$ cat config.mk
export PLATFORM = sky130hd
export DESIGN_NAME = text_color_escape_parser_unit
export DESIGN_NICKNAME = d
export VERILOG_FILES = /design/src/rtl/core/tcep_pkg.sv /design/src/rtl/core/tcep_front.sv /design/src/rtl/core/tcep_queue.sv /design/src/rtl/core/tcep_back.sv /design/src/rtl/core/text_color_escape_parser_unit.sv
export SDC_FILE = /design/constraint.sdc
export NUM_CORES = 1
export LEC_CHECK = 0
export BUFFER_PORTS_ARGS = -buffer_cell sky130_fd_sc_hd__buf_2
export CAP_MARGIN = 40
export CORE_ASPECT_RATIO = 1.5
export CORE_MARGIN = 10
export CORE_UTILIZATION = 58
export DETAILED_ROUTE_END_ITERATION = 8
export PLACE_DENSITY = 0.79
export SETUP_SLACK_MARGIN = 0.15
export SLEW_MARGIN = 20
export SYNTH_ARGS = -nofsm -noshare
export SYNTH_HDL_FRONTEND = slang
export SYNTH_SLANG_ARGS = --single-unit
$ cat constraint.sdc
create_clock -name clk -period 5.5 [get_ports clk]
set_input_delay 0.825 -clock clk [delete_from_list [all_inputs] [get_ports clk]]
set_output_delay 0.825 -clock clk [all_outputs]
set_load 0.005 [all_outputs]
$ cat src/rtl/core/tcep_pkg.sv
// Shared types and constants for the text color escape parser.
// No dependencies.
package tcep_pkg;

  localparam int BYTE_W  = 8;
  localparam int KIND_W  = 3;
  localparam int FIELD_W = 10;
  localparam int COLOR_W = 24;
  localparam int NIB_W   = 4;
  localparam int FIELD_MAX = 1023;

  localparam logic [BYTE_W-1:0] CH_BELL    = 8'h07;
  localparam logic [BYTE_W-1:0] CH_NEWLINE = 8'h0A;
  localparam logic [BYTE_W-1:0] CH_RETURN  = 8'h0D;
  localparam logic [BYTE_W-1:0] CH_UPPER_X = 8'h58;
  localparam logic [BYTE_W-1:0] CH_LOWER_X = 8'h78;

  localparam logic [BYTE_W-1:0] ESC_KIND_FG = 8'h01;
  localparam logic [BYTE_W-1:0] ESC_KIND_BG = 8'h02;

  localparam logic [KIND_W-1:0] RES_GLYPH     = 3'd0;
  localparam logic [KIND_W-1:0] RES_SET_FG    = 3'd1;
  localparam logic [KIND_W-1:0] RES_SET_BG    = 3'd2;
  localparam logic [KIND_W-1:0] RES_TRUNCATED = 3'd3;
  localparam logic [KIND_W-1:0] RES_BAD_KIND  = 3'd4;

  typedef enum logic [1:0] {
    CLS_GLYPH,
    CLS_NEWLINE,
    CLS_RETURN,
    CLS_BELL
  } char_class_t;

  typedef enum logic [3:0] {
    PH_TEXT  = 4'd0,
    PH_KIND  = 4'd1,
    PH_FIRST = 4'd2,
    PH_D2    = 4'd3,
    PH_D3    = 4'd4,
    PH_D4    = 4'd5,
    PH_D5    = 4'd6,
    PH_D6    = 4'd7
  } phase_t;

  // One classified byte as it travels from front to back.
  typedef struct packed {
    logic [BYTE_W-1:0] code;
    logic              last;
    char_class_t       cls;
    logic [NIB_W-1:0]  nibble;
    logic              is_x;
  } cls_item_t;

  function automatic logic [NIB_W-1:0] hex_value(input logic [BYTE_W-1:0] c);
    logic [NIB_W-1:0] v;
    v = '0;
    if (c >= 8'h30 && c <= 8'h39) begin
      v = NIB_W'(c - 8'h30);
    end else if (c >= 8'h41 && c <= 8'h46) begin
      v = NIB_W'(c - 8'h41 + 8'd10);
    end else if (c >= 8'h61 && c <= 8'h66) begin
      v = NIB_W'(c - 8'h61 + 8'd10);
    end
    return v;
  endfunction

endpackage

$ cat src/rtl/core/tcep_front.sv
// Front end: classifies each incoming byte and decodes its hex nibble.
// Depends on tcep_pkg.
module tcep_front import tcep_pkg::*; (
  input  logic [BYTE_W-1:0] char_in,
  input  logic              is_last,
  output cls_item_t         item
);

  always_comb begin
    item.code   = char_in;
    item.last   = is_last;
    item.nibble = hex_value(char_in);
    item.is_x   = (char_in == CH_UPPER_X) || (char_in == CH_LOWER_X);
    priority if (char_in == CH_NEWLINE) begin
      item.cls = CLS_NEWLINE;
    end else if (char_in == CH_RETURN) begin
      item.cls = CLS_RETURN;
    end else if (char_in == CH_BELL) begin
      item.cls = CLS_BELL;
    end else begin
      item.cls = CLS_GLYPH;
    end
  end

endmodule

$ cat src/rtl/core/tcep_queue.sv
// Two-entry queue of classified bytes between front and back end.
// Depends on tcep_pkg.
module tcep_queue import tcep_pkg::*; (
  input  logic      clk,
  input  logic      rst_n,
  input  logic      push,
  input  cls_item_t push_item,
  output logic      full,
  input  logic      pop,
  output logic      not_empty,
  output cls_item_t head
);

  cls_item_t  mem_r [2];
  logic       wr_ptr_r, rd_ptr_r;
  logic [1:0] count_r, count_nxt;

  assign full      = (count_r == 2'd2);
  assign not_empty = (count_r != 2'd0);
  assign head      = mem_r[rd_ptr_r];

  always_comb begin
    count_nxt = count_r;
    if (push && !pop) begin
      count_nxt = count_r + 2'd1;
    end else if (pop && !push) begin
      count_nxt = count_r - 2'd1;
    end
  end

  always_ff @(posedge clk) begin
    if (!rst_n) begin
      wr_ptr_r <= 1'b0;
      rd_ptr_r <= 1'b0;
      count_r  <= 2'd0;
    end else begin
      if (push) begin
        wr_ptr_r <= ~wr_ptr_r;
      end
      if (pop) begin
        rd_ptr_r <= ~rd_ptr_r;
      end
      count_r <= count_nxt;
    end
  end

  always_ff @(posedge clk) begin
    if (push) begin
      mem_r[wr_ptr_r] <= push_item;
    end
  end

endmodule

$ cat src/rtl/core/tcep_back.sv
// Back end: escape parse state, position counters and the result register.
// Depends on tcep_pkg.
module tcep_back import tcep_pkg::*; #(
  parameter int COUNTER_BITS = 10
) (
  input  logic                clk,
  input  logic                rst_n,
  input  logic                item_valid,
  input  cls_item_t           item,
  output logic                item_take,
  output logic                out_valid,
  input  logic                out_stall,
  output logic [KIND_W-1:0]   out_result_kind,
  output logic [BYTE_W-1:0]   out_glyph_code,
  output logic [FIELD_W-1:0]  out_column,
  output logic [FIELD_W-1:0]  out_row,
  output logic [7:0]          out_red,
  output logic [7:0]          out_green,
  output logic [7:0]          out_blue,
  output logic                out_opaque,
  output logic                out_end_of_string
);

  localparam int CB = COUNTER_BITS;
  localparam int EW = (CB > FIELD_W) ? CB : FIELD_W;
  localparam logic [CB-1:0] CNT_MAX = {CB{1'b1}};
  localparam logic [EW-1:0] SAT_MAX = EW'(FIELD_MAX);

  phase_t              phase_r, phase_nxt;
  logic [BYTE_W-1:0]   kind_r, kind_nxt;
  logic [COLOR_W-1:0]  acc_r, acc_nxt;
  logic [CB-1:0]       col_r, col_nxt, row_r, row_nxt;
  logic                halted_r, halted_nxt;

  logic                emit;
  logic [KIND_W-1:0]   res_kind;
  logic [BYTE_W-1:0]   res_glyph;
  logic [FIELD_W-1:0]  res_col, res_row;
  logic [COLOR_W-1:0]  res_color;
  logic                res_opaque;

  logic                out_valid_r;
  logic [KIND_W-1:0]   kind_out_r;
  logic [BYTE_W-1:0]   glyph_out_r;
  logic [FIELD_W-1:0]  col_out_r, row_out_r;
  logic [COLOR_W-1:0]  color_out_r;
  logic                opaque_out_r, eos_out_r;

  logic [EW-1:0]       col_ext, row_ext;
  logic [FIELD_W-1:0]  col_sat, row_sat;

  assign item_take = item_valid && !(out_valid_r && out_stall);

  assign col_ext = EW'(col_r);
  assign row_ext = EW'(row_r);
  assign col_sat = (col_ext > SAT_MAX) ? FIELD_W'(SAT_MAX) : FIELD_W'(col_ext);
  assign row_sat = (row_ext > SAT_MAX) ? FIELD_W'(SAT_MAX) : FIELD_W'(row_ext);

  always_comb begin
    phase_nxt  = phase_r;
    kind_nxt   = kind_r;
    acc_nxt    = acc_r;
    col_nxt    = col_r;
    row_nxt    = row_r;
    halted_nxt = halted_r;
    emit       = 1'b0;
    res_kind   = RES_GLYPH;
    res_glyph  = '0;
    res_col    = '0;
    res_row    = '0;
    res_color  = '0;
    res_opaque = 1'b0;

    if (!halted_r) begin
      unique case (phase_r)
        PH_TEXT: begin
          unique case (item.cls)
            CLS_NEWLINE: begin
              if (row_r != CNT_MAX) begin
                row_nxt = row_r + CB'(1);
              end
              col_nxt = '0;
            end
            CLS_RETURN: begin
              col_nxt = '0;
            end
            CLS_BELL: begin
              phase_nxt = PH_KIND;
              acc_nxt   = '0;
              kind_nxt  = '0;
            end
            CLS_GLYPH: begin
              emit      = 1'b1;
              res_kind  = RES_GLYPH;
              res_glyph = item.code;
              res_col   = col_sat;
              res_row   = row_sat;
              if (col_r != CNT_MAX) begin
                col_nxt = col_r + CB'(1);
              end
            end
            default: ;
          endcase
        end
        PH_KIND: begin
          kind_nxt  = item.code;
          phase_nxt = PH_FIRST;
        end
        PH_FIRST: begin
          if (item.is_x) begin
            acc_nxt   = '0;
            phase_nxt = PH_TEXT;
            emit      = 1'b1;
            if (kind_r == ESC_KIND_FG || kind_r == ESC_KIND_BG) begin
              res_kind = (kind_r == ESC_KIND_FG) ? RES_SET_FG : RES_SET_BG;
            end else begin
              res_kind   = RES_BAD_KIND;
              halted_nxt = 1'b1;
            end
          end else begin
            acc_nxt   = COLOR_W'(item.nibble);
            phase_nxt = PH_D2;
          end
        end
        PH_D2, PH_D3, PH_D4, PH_D5: begin
          acc_nxt   = {acc_r[COLOR_W-NIB_W-1:0], item.nibble};
          phase_nxt = phase_t'(phase_r + 4'd1);
        end
        PH_D6: begin
          acc_nxt   = {acc_r[COLOR_W-NIB_W-1:0], item.nibble};
          phase_nxt = PH_TEXT;
          emit      = 1'b1;
          if (kind_r == ESC_KIND_FG || kind_r == ESC_KIND_BG) begin
            res_kind   = (kind_r == ESC_KIND_FG) ? RES_SET_FG : RES_SET_BG;
            res_color  = {acc_r[COLOR_W-NIB_W-1:0], item.nibble};
            res_opaque = 1'b1;
          end else begin
            res_kind   = RES_BAD_KIND;
            halted_nxt = 1'b1;
          end
        end
        default: begin
          phase_nxt = PH_TEXT;
        end
      endcase

      // String ends with an escape still open
      if (item.last && phase_nxt != PH_TEXT) begin
        emit       = 1'b1;
        res_kind   = RES_TRUNCATED;
        res_glyph  = '0;
        res_col    = '0;
        res_row    = '0;
        res_color  = '0;
        res_opaque = 1'b0;
      end
    end

    if (item.last) begin
      phase_nxt  = PH_TEXT;
      kind_nxt   = '0;
      acc_nxt    = '0;
      col_nxt    = '0;
      row_nxt    = '0;
      halted_nxt = 1'b0;
    end
  end

  always_ff @(posedge clk) begin
    if (!rst_n) begin
      phase_r     <= PH_TEXT;
      kind_r      <= '0;
      acc_r       <= '0;
      col_r       <= '0;
      row_r       <= '0;
      halted_r    <= 1'b0;
      out_valid_r <= 1'b0;
    end else begin
      if (item_take) begin
        phase_r  <= phase_nxt;
        kind_r   <= kind_nxt;
        acc_r    <= acc_nxt;
        col_r    <= col_nxt;
        row_r    <= row_nxt;
        halted_r <= halted_nxt;
      end
      if (item_take && emit) begin
        out_valid_r <= 1'b1;
      end else if (!out_stall) begin
        out_valid_r <= 1'b0;
      end
    end
  end

  always_ff @(posedge clk) begin
    if (item_take && emit) begin
      kind_out_r   <= res_kind;
      glyph_out_r  <= res_glyph;
      col_out_r    <= res_col;
      row_out_r    <= res_row;
      color_out_r  <= res_color;
      opaque_out_r <= res_opaque;
      eos_out_r    <= item.last;
    end
  end

  assign out_valid         = out_valid_r;
  assign out_result_kind   = kind_out_r;
  assign out_glyph_code    = glyph_out_r;
  assign out_column        = col_out_r;
  assign out_row           = row_out_r;
  assign out_red           = color_out_r[23:16];
  assign out_green         = color_out_r[15:8];
  assign out_blue          = color_out_r[7:0];
  assign out_opaque        = opaque_out_r;
  assign out_end_of_string = eos_out_r;

endmodule

$ cat src/rtl/core/text_color_escape_parser_unit.sv
// Overlay text escape parser: top level joining front end, queue and back end.
// Depends on tcep_pkg, tcep_front, tcep_queue, tcep_back.
//
// Usage: text bytes enter on in_char_in with in_is_last on the final byte of a
// string; a transaction happens when in_valid is high and in_stall is low.
// Each byte yields zero or one result on the out_ channel (glyph, color set,
// truncated escape or bad escape kind); a result transaction happens when
// out_valid is high and out_stall is low.
// Throughput: one byte per cycle sustained while out_stall is low. A byte is
// classified and written into the two-entry queue when accepted, then parsed
// from the queue head; its result is registered in the result register that
// drives out_valid.
// in_stall rises only when the two-entry queue is full, which happens when
// the single result register is held by out_stall and the parser backs up.
// Reset (rst_n low, synchronous) empties the queue, drops any pending result
// and returns the parser to text mode with both counters at zero.
module text_color_escape_parser_unit import tcep_pkg::*; #(
  parameter int COUNTER_BITS = 10
) (
  input  logic               clk,
  input  logic               rst_n,
  input  logic               in_valid,
  output logic               in_stall,
  input  logic [BYTE_W-1:0]  in_char_in,
  input  logic               in_is_last,
  output logic               out_valid,
  input  logic               out_stall,
  output logic [KIND_W-1:0]  out_result_kind,
  output logic [BYTE_W-1:0]  out_glyph_code,
  output logic [FIELD_W-1:0] out_column,
  output logic [FIELD_W-1:0] out_row,
  output logic [7:0]         out_red,
  output logic [7:0]         out_green,
  output logic [7:0]         out_blue,
  output logic               out_opaque,
  output logic               out_end_of_string
);

  cls_item_t front_item, head_item;
  logic      q_full, q_not_empty, q_pop;

  tcep_front u_front (
    .char_in (in_char_in),
    .is_last (in_is_last),
    .item    (front_item)
  );

  tcep_queue u_queue (
    .clk       (clk),
    .rst_n     (rst_n),
    .push      (in_valid && !q_full),
    .push_item (front_item),
    .full      (q_full),
    .pop       (q_pop),
    .not_empty (q_not_empty),
    .head      (head_item)
  );

  assign in_stall = q_full;

  tcep_back #(
    .COUNTER_BITS (COUNTER_BITS)
  ) u_back (
    .clk               (clk),
    .rst_n             (rst_n),
    .item_valid        (q_not_empty),
    .item              (head_item),
    .item_take         (q_pop),
    .out_valid         (out_valid),
    .out_stall         (out_stall),
    .out_result_kind   (out_result_kind),
    .out_glyph_code    (out_glyph_code),
    .out_column        (out_column),
    .out_row           (out_row),
    .out_red           (out_red),
    .out_green         (out_green),
    .out_blue          (out_blue),
    .out_opaque        (out_opaque),
    .out_end_of_string (out_end_of_string)
  );

endmodule
# ---- After elaboration in Yosys (flattened, before gate mapping)
# Memory sizes are Yosys's and may differ from the RTL's. A register that Yosys moved wholly into a read port is not among the register bits.
# Index checks and enable logic that the tools add are counted.
dict set report classes {
  addsub 10
  order_cmp 8
  n_eq_ne 24
  n_mux 57
  bitwise_logic 6
  n_reduce_logical 39
}
# cell count
set op_table {}
lappend op_table {{10-bit 2-to-1 mux} 11}
lappend op_table {{20-bit 2-to-1 mux} 3}
lappend op_table {{20-bit one-hot mux with 3 select lines} 1}
lappend op_table {{4-bit 2-to-1 mux} 8}
lappend op_table {{8-bit 2-to-1 mux} 3}
lappend op_table {{10-bit by 1-bit adder with 10-bit output (second input constant)} 2}
lappend op_table {{10-bit > comparator (second input constant)} 2}
lappend op_table {{10-bit inequality test (second input constant)} 2}
lappend op_table {{10-bit one-hot mux with 2 select lines} 1}
lappend op_table {{4-bit by 3-bit equality test with 1-bit output (second input constant)} 4}
lappend op_table {{8-bit by 4-bit equality test with 1-bit output (second input constant)} 2}
lappend op_table {{8-bit by 7-bit equality test with 1-bit output (second input constant)} 2}
lappend op_table {{8-bit by 7-bit greater-or-equal comparator with 1-bit output (second input constant)} 2}
lappend op_table {{8-bit by 7-bit <= comparator with 1-bit output (second input constant)} 2}
lappend op_table {{2-bit 2-to-1 mux} 8}
lappend op_table {{4-bit one-hot mux with 4 select lines} 1}
lappend op_table {{8-bit one-hot mux with 2 select lines} 1}
lappend op_table {{1-bit 2-to-1 mux} 15}
lappend op_table {{4-bit OR reduction} 3}
lappend op_table {{4-bit by 1-bit subtractor with 4-bit output (second input constant)} 3}
lappend op_table {{1-bit logical AND} 10}
lappend op_table {{5-bit AND reduction} 2}
lappend op_table {{2-bit nonzero test} 5}
lappend op_table {{4-bit adder (second input constant)} 2}
lappend op_table {{other kinds (31)} 49}
dict set report totals {
  ff_bits 115
  mem_bits_rw 32
  inputBits 13
  output_inout_bits 59
  elab_cells 163
  memories 1
}
# memory depth width rd rd_ports_with_merged_regs write_ports line_no
set memory_table {}
lappend memory_table {u_queue.mem_r 2 16 1 1 1 tcep_queue.sv:14} ;# cls_item_t mem_r [2];

# ---- Logic depth before layout (Yosys ltp)
dict set report logic_depth {
  word_depth 10
  ltp_mapped 11
  ltp_nobuf 8
}

# ---- Cells and area by module
# Synthesis repeated with hierarchy kept, for this count alone.
dict set report hier_totals {
  cells_unflattened 544
  hier_area_um2 6701.4
}
# module n_inst cells_per_inst area_each_um2 seq_area_each_um2
set modules_own_cells {}
lappend modules_own_cells {tcep_back 1 431 4968.5 2792.7}
lappend modules_own_cells {tcep_queue 1 72 1375.1 1061.0}
lappend modules_own_cells {tcep_front 1 40 344.1 0.0}
lappend modules_own_cells {text_color_escape_parser_unit 1 1 13.8 0.0}

# ---- Worst setup path before layout
# Ideal clock, no wire load.
dict set report synth_path {
  path_type {reg2reg}
  from {register (tool-made name)}
  to {register u_back.color_out_r[0], enable pin}
  setup_time_ns 0.473
  arrival_ns 4.394
  required_ns 5.027
  setup_slack_ns 0.633
  path_stages_with_launch 10
  n_path_buf 2
  synth_period_minus_slack_ns 4.867
  cell_sequence {dfxtp_1 > buf_2 > buf_1 > mux2i_1 > inv_1 > ha_1 > and3b_1 > o21a_1 > a2111oi_0 > nor2_1}
}
# item line_no
set synth_lines {}
lappend synth_lines {{end signal, assigned} tcep_back.sv:201} ;# color_out_r <= res_color;
lappend synth_lines {{end, declared} tcep_back.sv:46} ;# logic [COLOR_W-1:0] color_out_r;

==> tab_implementation.tex <==
\begin{tabular}{lr}
\hline
Metric & Value \\
\hline
\multicolumn{2}{l}{\textbf{Critical path}} \\
\quad Type of the worst setup path & flop to flop \\
\quad Critical Path RT & 5630 ps \\
\quad Worst Setup Start Kind & flop \\
\quad End of the worst register-to-register path & u\_back.out\_column[3]\$\_SDFFCE\_PP0P\_ \\
\quad Reg-to-reg slack, setup & 2100 ps \\
\quad Critical Path Fanout Max & 34 \\
\quad Depth of the worst register-to-register path & 9 \\
\quad Critical path endpoint category & flop \\
\quad Crit path DAT & 3530 ps \\
\multicolumn{2}{l}{\textbf{Timing}} \\
\quad Minimum period implied by the final worst setup slack & 3400 ps \\
\quad Maximum achievable frequency & 294 MHz \\
\quad Relative slew slack & 47.1\% \\
\quad Final setup fails & 0 \\
\quad Unrepaired setup endpoints after global routing & no \\
\quad Number of endpoints with negative hold slack in the final report & 0 \\
\quad Pin slew with the least headroom to its limit & 774 ps \\
\quad Final critical-path setup slack & 2100 ps \\
\quad Clock skew after layout & 7.42 ps \\
\quad Worst hold margin & 483 ps \\
\quad Final period utilization & 61.8\% \\
\quad Sum of negative setup slack & 0 ps \\
\quad Final-report max-slew violation count & 0 \\
\multicolumn{2}{l}{\textbf{Hold path}} \\
\quad Worst hold path endpoint & u\_back.acc\_r[16]\$\_SDFFE\_PN0P\_ \\
\quad Min-delay worst type & flop to flop \\
\quad Instance count along the most critical hold path & 1 \\
\quad Critical hold path startpoint & u\_back.acc\_r[16]\$\_SDFFE\_PN0P\_ \\
\multicolumn{2}{l}{\textbf{CTS}} \\
\quad CTS Hold Buffers Added & 0 \\
\quad Post-CTS sizing & 0 \\
\quad Max clock buf depth & 2 \\
\quad Number of buffers inserted during clock tree synthesis & 17 \\
\quad Number of H-tree levels & 4 \\
\quad Clock-pin slew on the worst setup and hold paths & 60 ps \\
\quad Clock tree from TritonCTS & built \\
\quad Root Buffer & sky130\_fd\_sc\_hd\_\_clkbuf\_16 \\
\quad Post-CTS setup-driven buffer insertion count & 0 \\
\quad CTS Sinks & 148 \\
\quad Clock insertion delay at the later pin of the skew report & 420 ps \\
\multicolumn{2}{l}{\textbf{Synthesis}} \\
\quad Synth area leader & sky130\_fd\_sc\_hd\_\_edfxtp\_1 \\
\quad Flop and latch count out of synthesis & 148 \\
\quad Main area contributors after synthesis & sky130\_fd\_sc\_hd\_\_edfxtp\_1, sky130\_fd\_sc\_hd\_\_dfxtp\_1, sky130\_fd\_sc\_hd\_\_and2\_1 \\
\quad Number of standard cells after synthesis & 514 \\
\quad Syn\_nets & 542 \\
\quad Sequential share of the synthesized area & 61.2\% \\
\quad Number of different library cells in the post-synthesis netlist & 65 \\
\quad Flip-flop cell with the highest count after synthesis & sky130\_fd\_sc\_hd\_\_edfxtp\_1 \\
\quad Post-synthesis instance area & 6290 µm² \\
\quad Synthesized area per cell & 12.2 µm² \\
\quad Fraction of post-synthesis cell area in the top cell type by area & 42.5\% \\
\quad FFs w/ async S/R, synth & 0\% \\
\quad Warning count from the yosys run & 0 \\
\quad Number of synthesized flops with an enable pin & 89 \\
\multicolumn{2}{l}{\textbf{Die}} \\
\quad Vertical die dimension & 148 µm \\
\quad Initial core utilization & 59.4\% \\
\quad Rows & 46 \\
\quad Total Die Area & 15500 µm² \\
\quad Core Box Area & 10600 µm² \\
\quad I/O pin total & 72 \\
\quad Die outline width & 105 µm \\
\multicolumn{2}{l}{\textbf{Drt}} \\
\quad Via count & 4370 \\
\quad Post-detailed-route via-to-cell ratio & 5.83 \\
\quad Residual antenna-violating net count after detailed routing & 0 \\
\quad Iteration count of the initial detailed-routing pass & 5 \\
\quad DRC viols & 0 \\
\quad Final wirelength & 13.1 mm \\
\quad Average routed wire per standard cell & 17.5 µm \\
\quad Initial DRC count & 333 \\
\multicolumn{2}{l}{\textbf{Outcome}} \\
\quad Run status & complete, no violations \\
\multicolumn{2}{l}{\textbf{Pwr}} \\
\quad Clk network pwr share & 33.1\% \\
\quad Relative contribution of sequential cells to total power & 42.8\% \\
\quad Static power due to leakage & 0.00280 µW \\
\quad Switching Share & 31.1\% \\
\quad Power spent charging and discharging nets & 1050 µW \\
\quad Maximum resistive drop on vdd & 0.000250 V \\
\quad Internal power consumption & 2320 µW \\
\quad P per Cell Area & 455 nW/µm² \\
\quad Combinational group share of total power & 24.1\% \\
\multicolumn{2}{l}{\textbf{Cells and area}} \\
\quad Layout Cells excl Fill & 749 \\
\quad Area growth syn-to-layout & 17.8\% \\
\quad Area taken by multi-input logic gates & 2290 µm² \\
\quad Register Area & 3850 µm² \\
\quad \# diodes & 0 \\
\quad Fillers & 785 \\
\quad Finished layout cell area & 7410 µm² \\
\quad Net count reported at finish & 620 \\
\quad Fraction of final layout cells with drive strength greater than 1 & 20.8\% \\
\multicolumn{2}{l}{\textbf{Global route}} \\
\quad First-pass GRT wire length & 21.4 mm \\
\quad GRT Total Usage & 17.0\% \\
\quad Antenna violations before repair & 0 \\
\quad Largest net degree at the start of global routing & 35 \\
\quad Via count of the first global-routing pass & 4313 \\
\quad Remaining global-route overflow & 0 \\
\multicolumn{2}{l}{\textbf{Place}} \\
\quad Port bufs & 71 \\
\quad Placed Area & 6800 µm² \\
\quad Setup WS pre-CTS & 1610 ps \\
\quad Number of placed cells counting well taps & 714 \\
\quad Estimated wirelength of the detail-placed design & 9.26 mm \\
\quad Routability congestion estimate & 0.942 \\
\multicolumn{2}{l}{\textbf{Job}} \\
\quad Max-cap check violation count & 0 \\
\hline
\end{tabular}
cells in the mapped netlist, types with 13 or more instances:
| cell type | instances |
|---|---|
| sky130_fd_sc_hd__nor2_1 | 32 |
| sky130_fd_sc_hd__mux2i_1 | 14 |
| sky130_fd_sc_hd__a21oi_1 | 17 |
| sky130_fd_sc_hd__nor3_1 | 15 |
| sky130_fd_sc_hd__edfxtp_1 | 89 |
| sky130_fd_sc_hd__and2_1 | 48 |
| sky130_fd_sc_hd__clkbuf_1 | 17 |
| sky130_fd_sc_hd__a22o_1 | 22 |
| sky130_fd_sc_hd__nand2_1 | 20 |
| sky130_fd_sc_hd__a31o_1 | 13 |
| sky130_fd_sc_hd__dfxtp_1 | 59 |
| sky130_fd_sc_hd__ha_1 | 15 |
power groups by stage:
stage	Combinational (µW)	Clock [µW]	Sequential, µW
after global routing	886	1180	1460
after global placement	725	0	1480
final	811	1110	1440
after floorplan	487	0	1480
after detailed placement	768	0	1490
after CTS	772	1130	1470
worst max-delay path, cell delays in order, from the launching register on:
cell                        delay [ps]
sky130_fd_sc_hd__dfxtp_1           380
sky130_fd_sc_hd__buf_8             200
sky130_fd_sc_hd__mux2i_1           300
sky130_fd_sc_hd__inv_1             120
sky130_fd_sc_hd__ha_1              250
sky130_fd_sc_hd__or2_2             280
sky130_fd_sc_hd__a32o_1            260
sky130_fd_sc_hd__a2111oi_0         630
sky130_fd_sc_hd__nor2_4            310
sky130_fd_sc_hd__buf_4             350
placed cells by master (no fill, tap or decap), types with 4 or more instances in the layout:
master	netlist	final
sky130_fd_sc_hd__buf_4	2	9
sky130_fd_sc_hd__and2_1	48	48
sky130_fd_sc_hd__edfxtp_1	89	89
sky130_fd_sc_hd__o31ai_1	4	4
sky130_fd_sc_hd__clkinvlp_4	0	4
sky130_fd_sc_hd__clkbuf_16	0	17
sky130_fd_sc_hd__a22o_1	22	22
sky130_fd_sc_hd__nor3_1	15	15
sky130_fd_sc_hd__ha_1	15	15
sky130_fd_sc_hd__inv_6	0	6
sky130_fd_sc_hd__nor2_1	32	31
sky130_fd_sc_hd__or3_1	5	5
sky130_fd_sc_hd__mux2_2	5	5
sky130_fd_sc_hd__a21oi_1	17	17
sky130_fd_sc_hd__buf_2	5	71
sky130_fd_sc_hd__o21a_1	5	5
sky130_fd_sc_hd__o21ai_0	5	5
sky130_fd_sc_hd__nor4_1	5	5
sky130_fd_sc_hd__or4_1	7	7
sky130_fd_sc_hd__nand2b_1	4	4
sky130_fd_sc_hd__dfxtp_1	59	59
sky130_fd_sc_hd__mux2i_1	14	14
sky130_fd_sc_hd__nand3b_1	4	4
sky130_fd_sc_hd__nor3b_1	4	4
sky130_fd_sc_hd__o21ai_1	8	8
sky130_fd_sc_hd__a31o_1	13	13
sky130_fd_sc_hd__nand3_1	10	10
sky130_fd_sc_hd__and3_1	5	5
sky130_fd_sc_hd__nand4_1	8	8
sky130_fd_sc_hd__inv_1	12	12
sky130_fd_sc_hd__nand2_1	20	20
sky130_fd_sc_hd__xnor2_1	7	7
per-layer routing:
metal / track usage, % / routed length [µm] / vias up
met1: 17.3 / 4990 / 2117
met5: 0 / 0 / -
met3: 5.35 / 695 / 25
li1: - / - / 2093
met4: 8.82 / 271 / 0
met2: 30.5 / 7160 / 135
area by class of cell:
type / instances / area share, %
inverter: 14 / 0.709
multi-input combinational: 327 / 30.8
clock inverter: 14 / 1.91
tap: 144 / 2.43
clock buffer: 18 / 5.93
timing repair buffer: 84 / 6.18
sequential: 148 / 52.0
sequential cells by signal, indices dropped and copies added (netlist names), 2 cells and up, named ones only:
name,flops
u_back.out_column,10
u_back.kind_r,8
u_back.acc_r,20
u_back.out_result_kind,3
u_back.phase_r,4
u_back.out_glyph_code,8
u_queue.mem_r,32
u_back.row_ext,10
u_back.color_out_r,24
u_queue.count_r,2
u_back.col_ext,10
u_back.out_row,10
worst max path at each step:
stage	slack, ps	start	to	depth (start not counted)
6_report	2100	flop	u_back.out_column[3]$_SDFFCE_PP0P_	9
3_3_place_gp	1740	out_stall	u_back.out_end_of_string$_DFFE_PP_	7
3_5_place_dp	1610	out_stall	u_back.out_column[1]$_SDFFCE_PP0P_	7
4_1_cts	1740	flop	u_back.out_column[1]$_SDFFCE_PP0P_	8
2_1_floorplan	630	flop	u_back.color_out_r[0]$_SDFFCE_PP0P_	9
5_1_grt	1890	u_back.phase_r[1]$_SDFFE_PN0P_	u_back.out_column[1]$_SDFFCE_PP0P_	7
kinds of logic after synthesis:
group                      after synthesis  synth area share [%]
muxes                                   19                  3.12
DFF                                    148                  61.2
buffers and inverters                   39                  2.55
xor gates and xnor gates                 9                  1.25
AOI/OAI and AO/OA                      104                  12.6
adders and majority gates               15                  2.98
and+or+nand+nor                        180                  16.2
through the flow:
stage               utilization, %  power (µW)
finish                        70.0        3370
global route                  70.0        3530
CTS                           69.7        3370
detailed placement            64.2        2250
global placement              63.8        2210
floorplan                        -        1970
No activity file was read; power rests on OpenSTA's default activity.
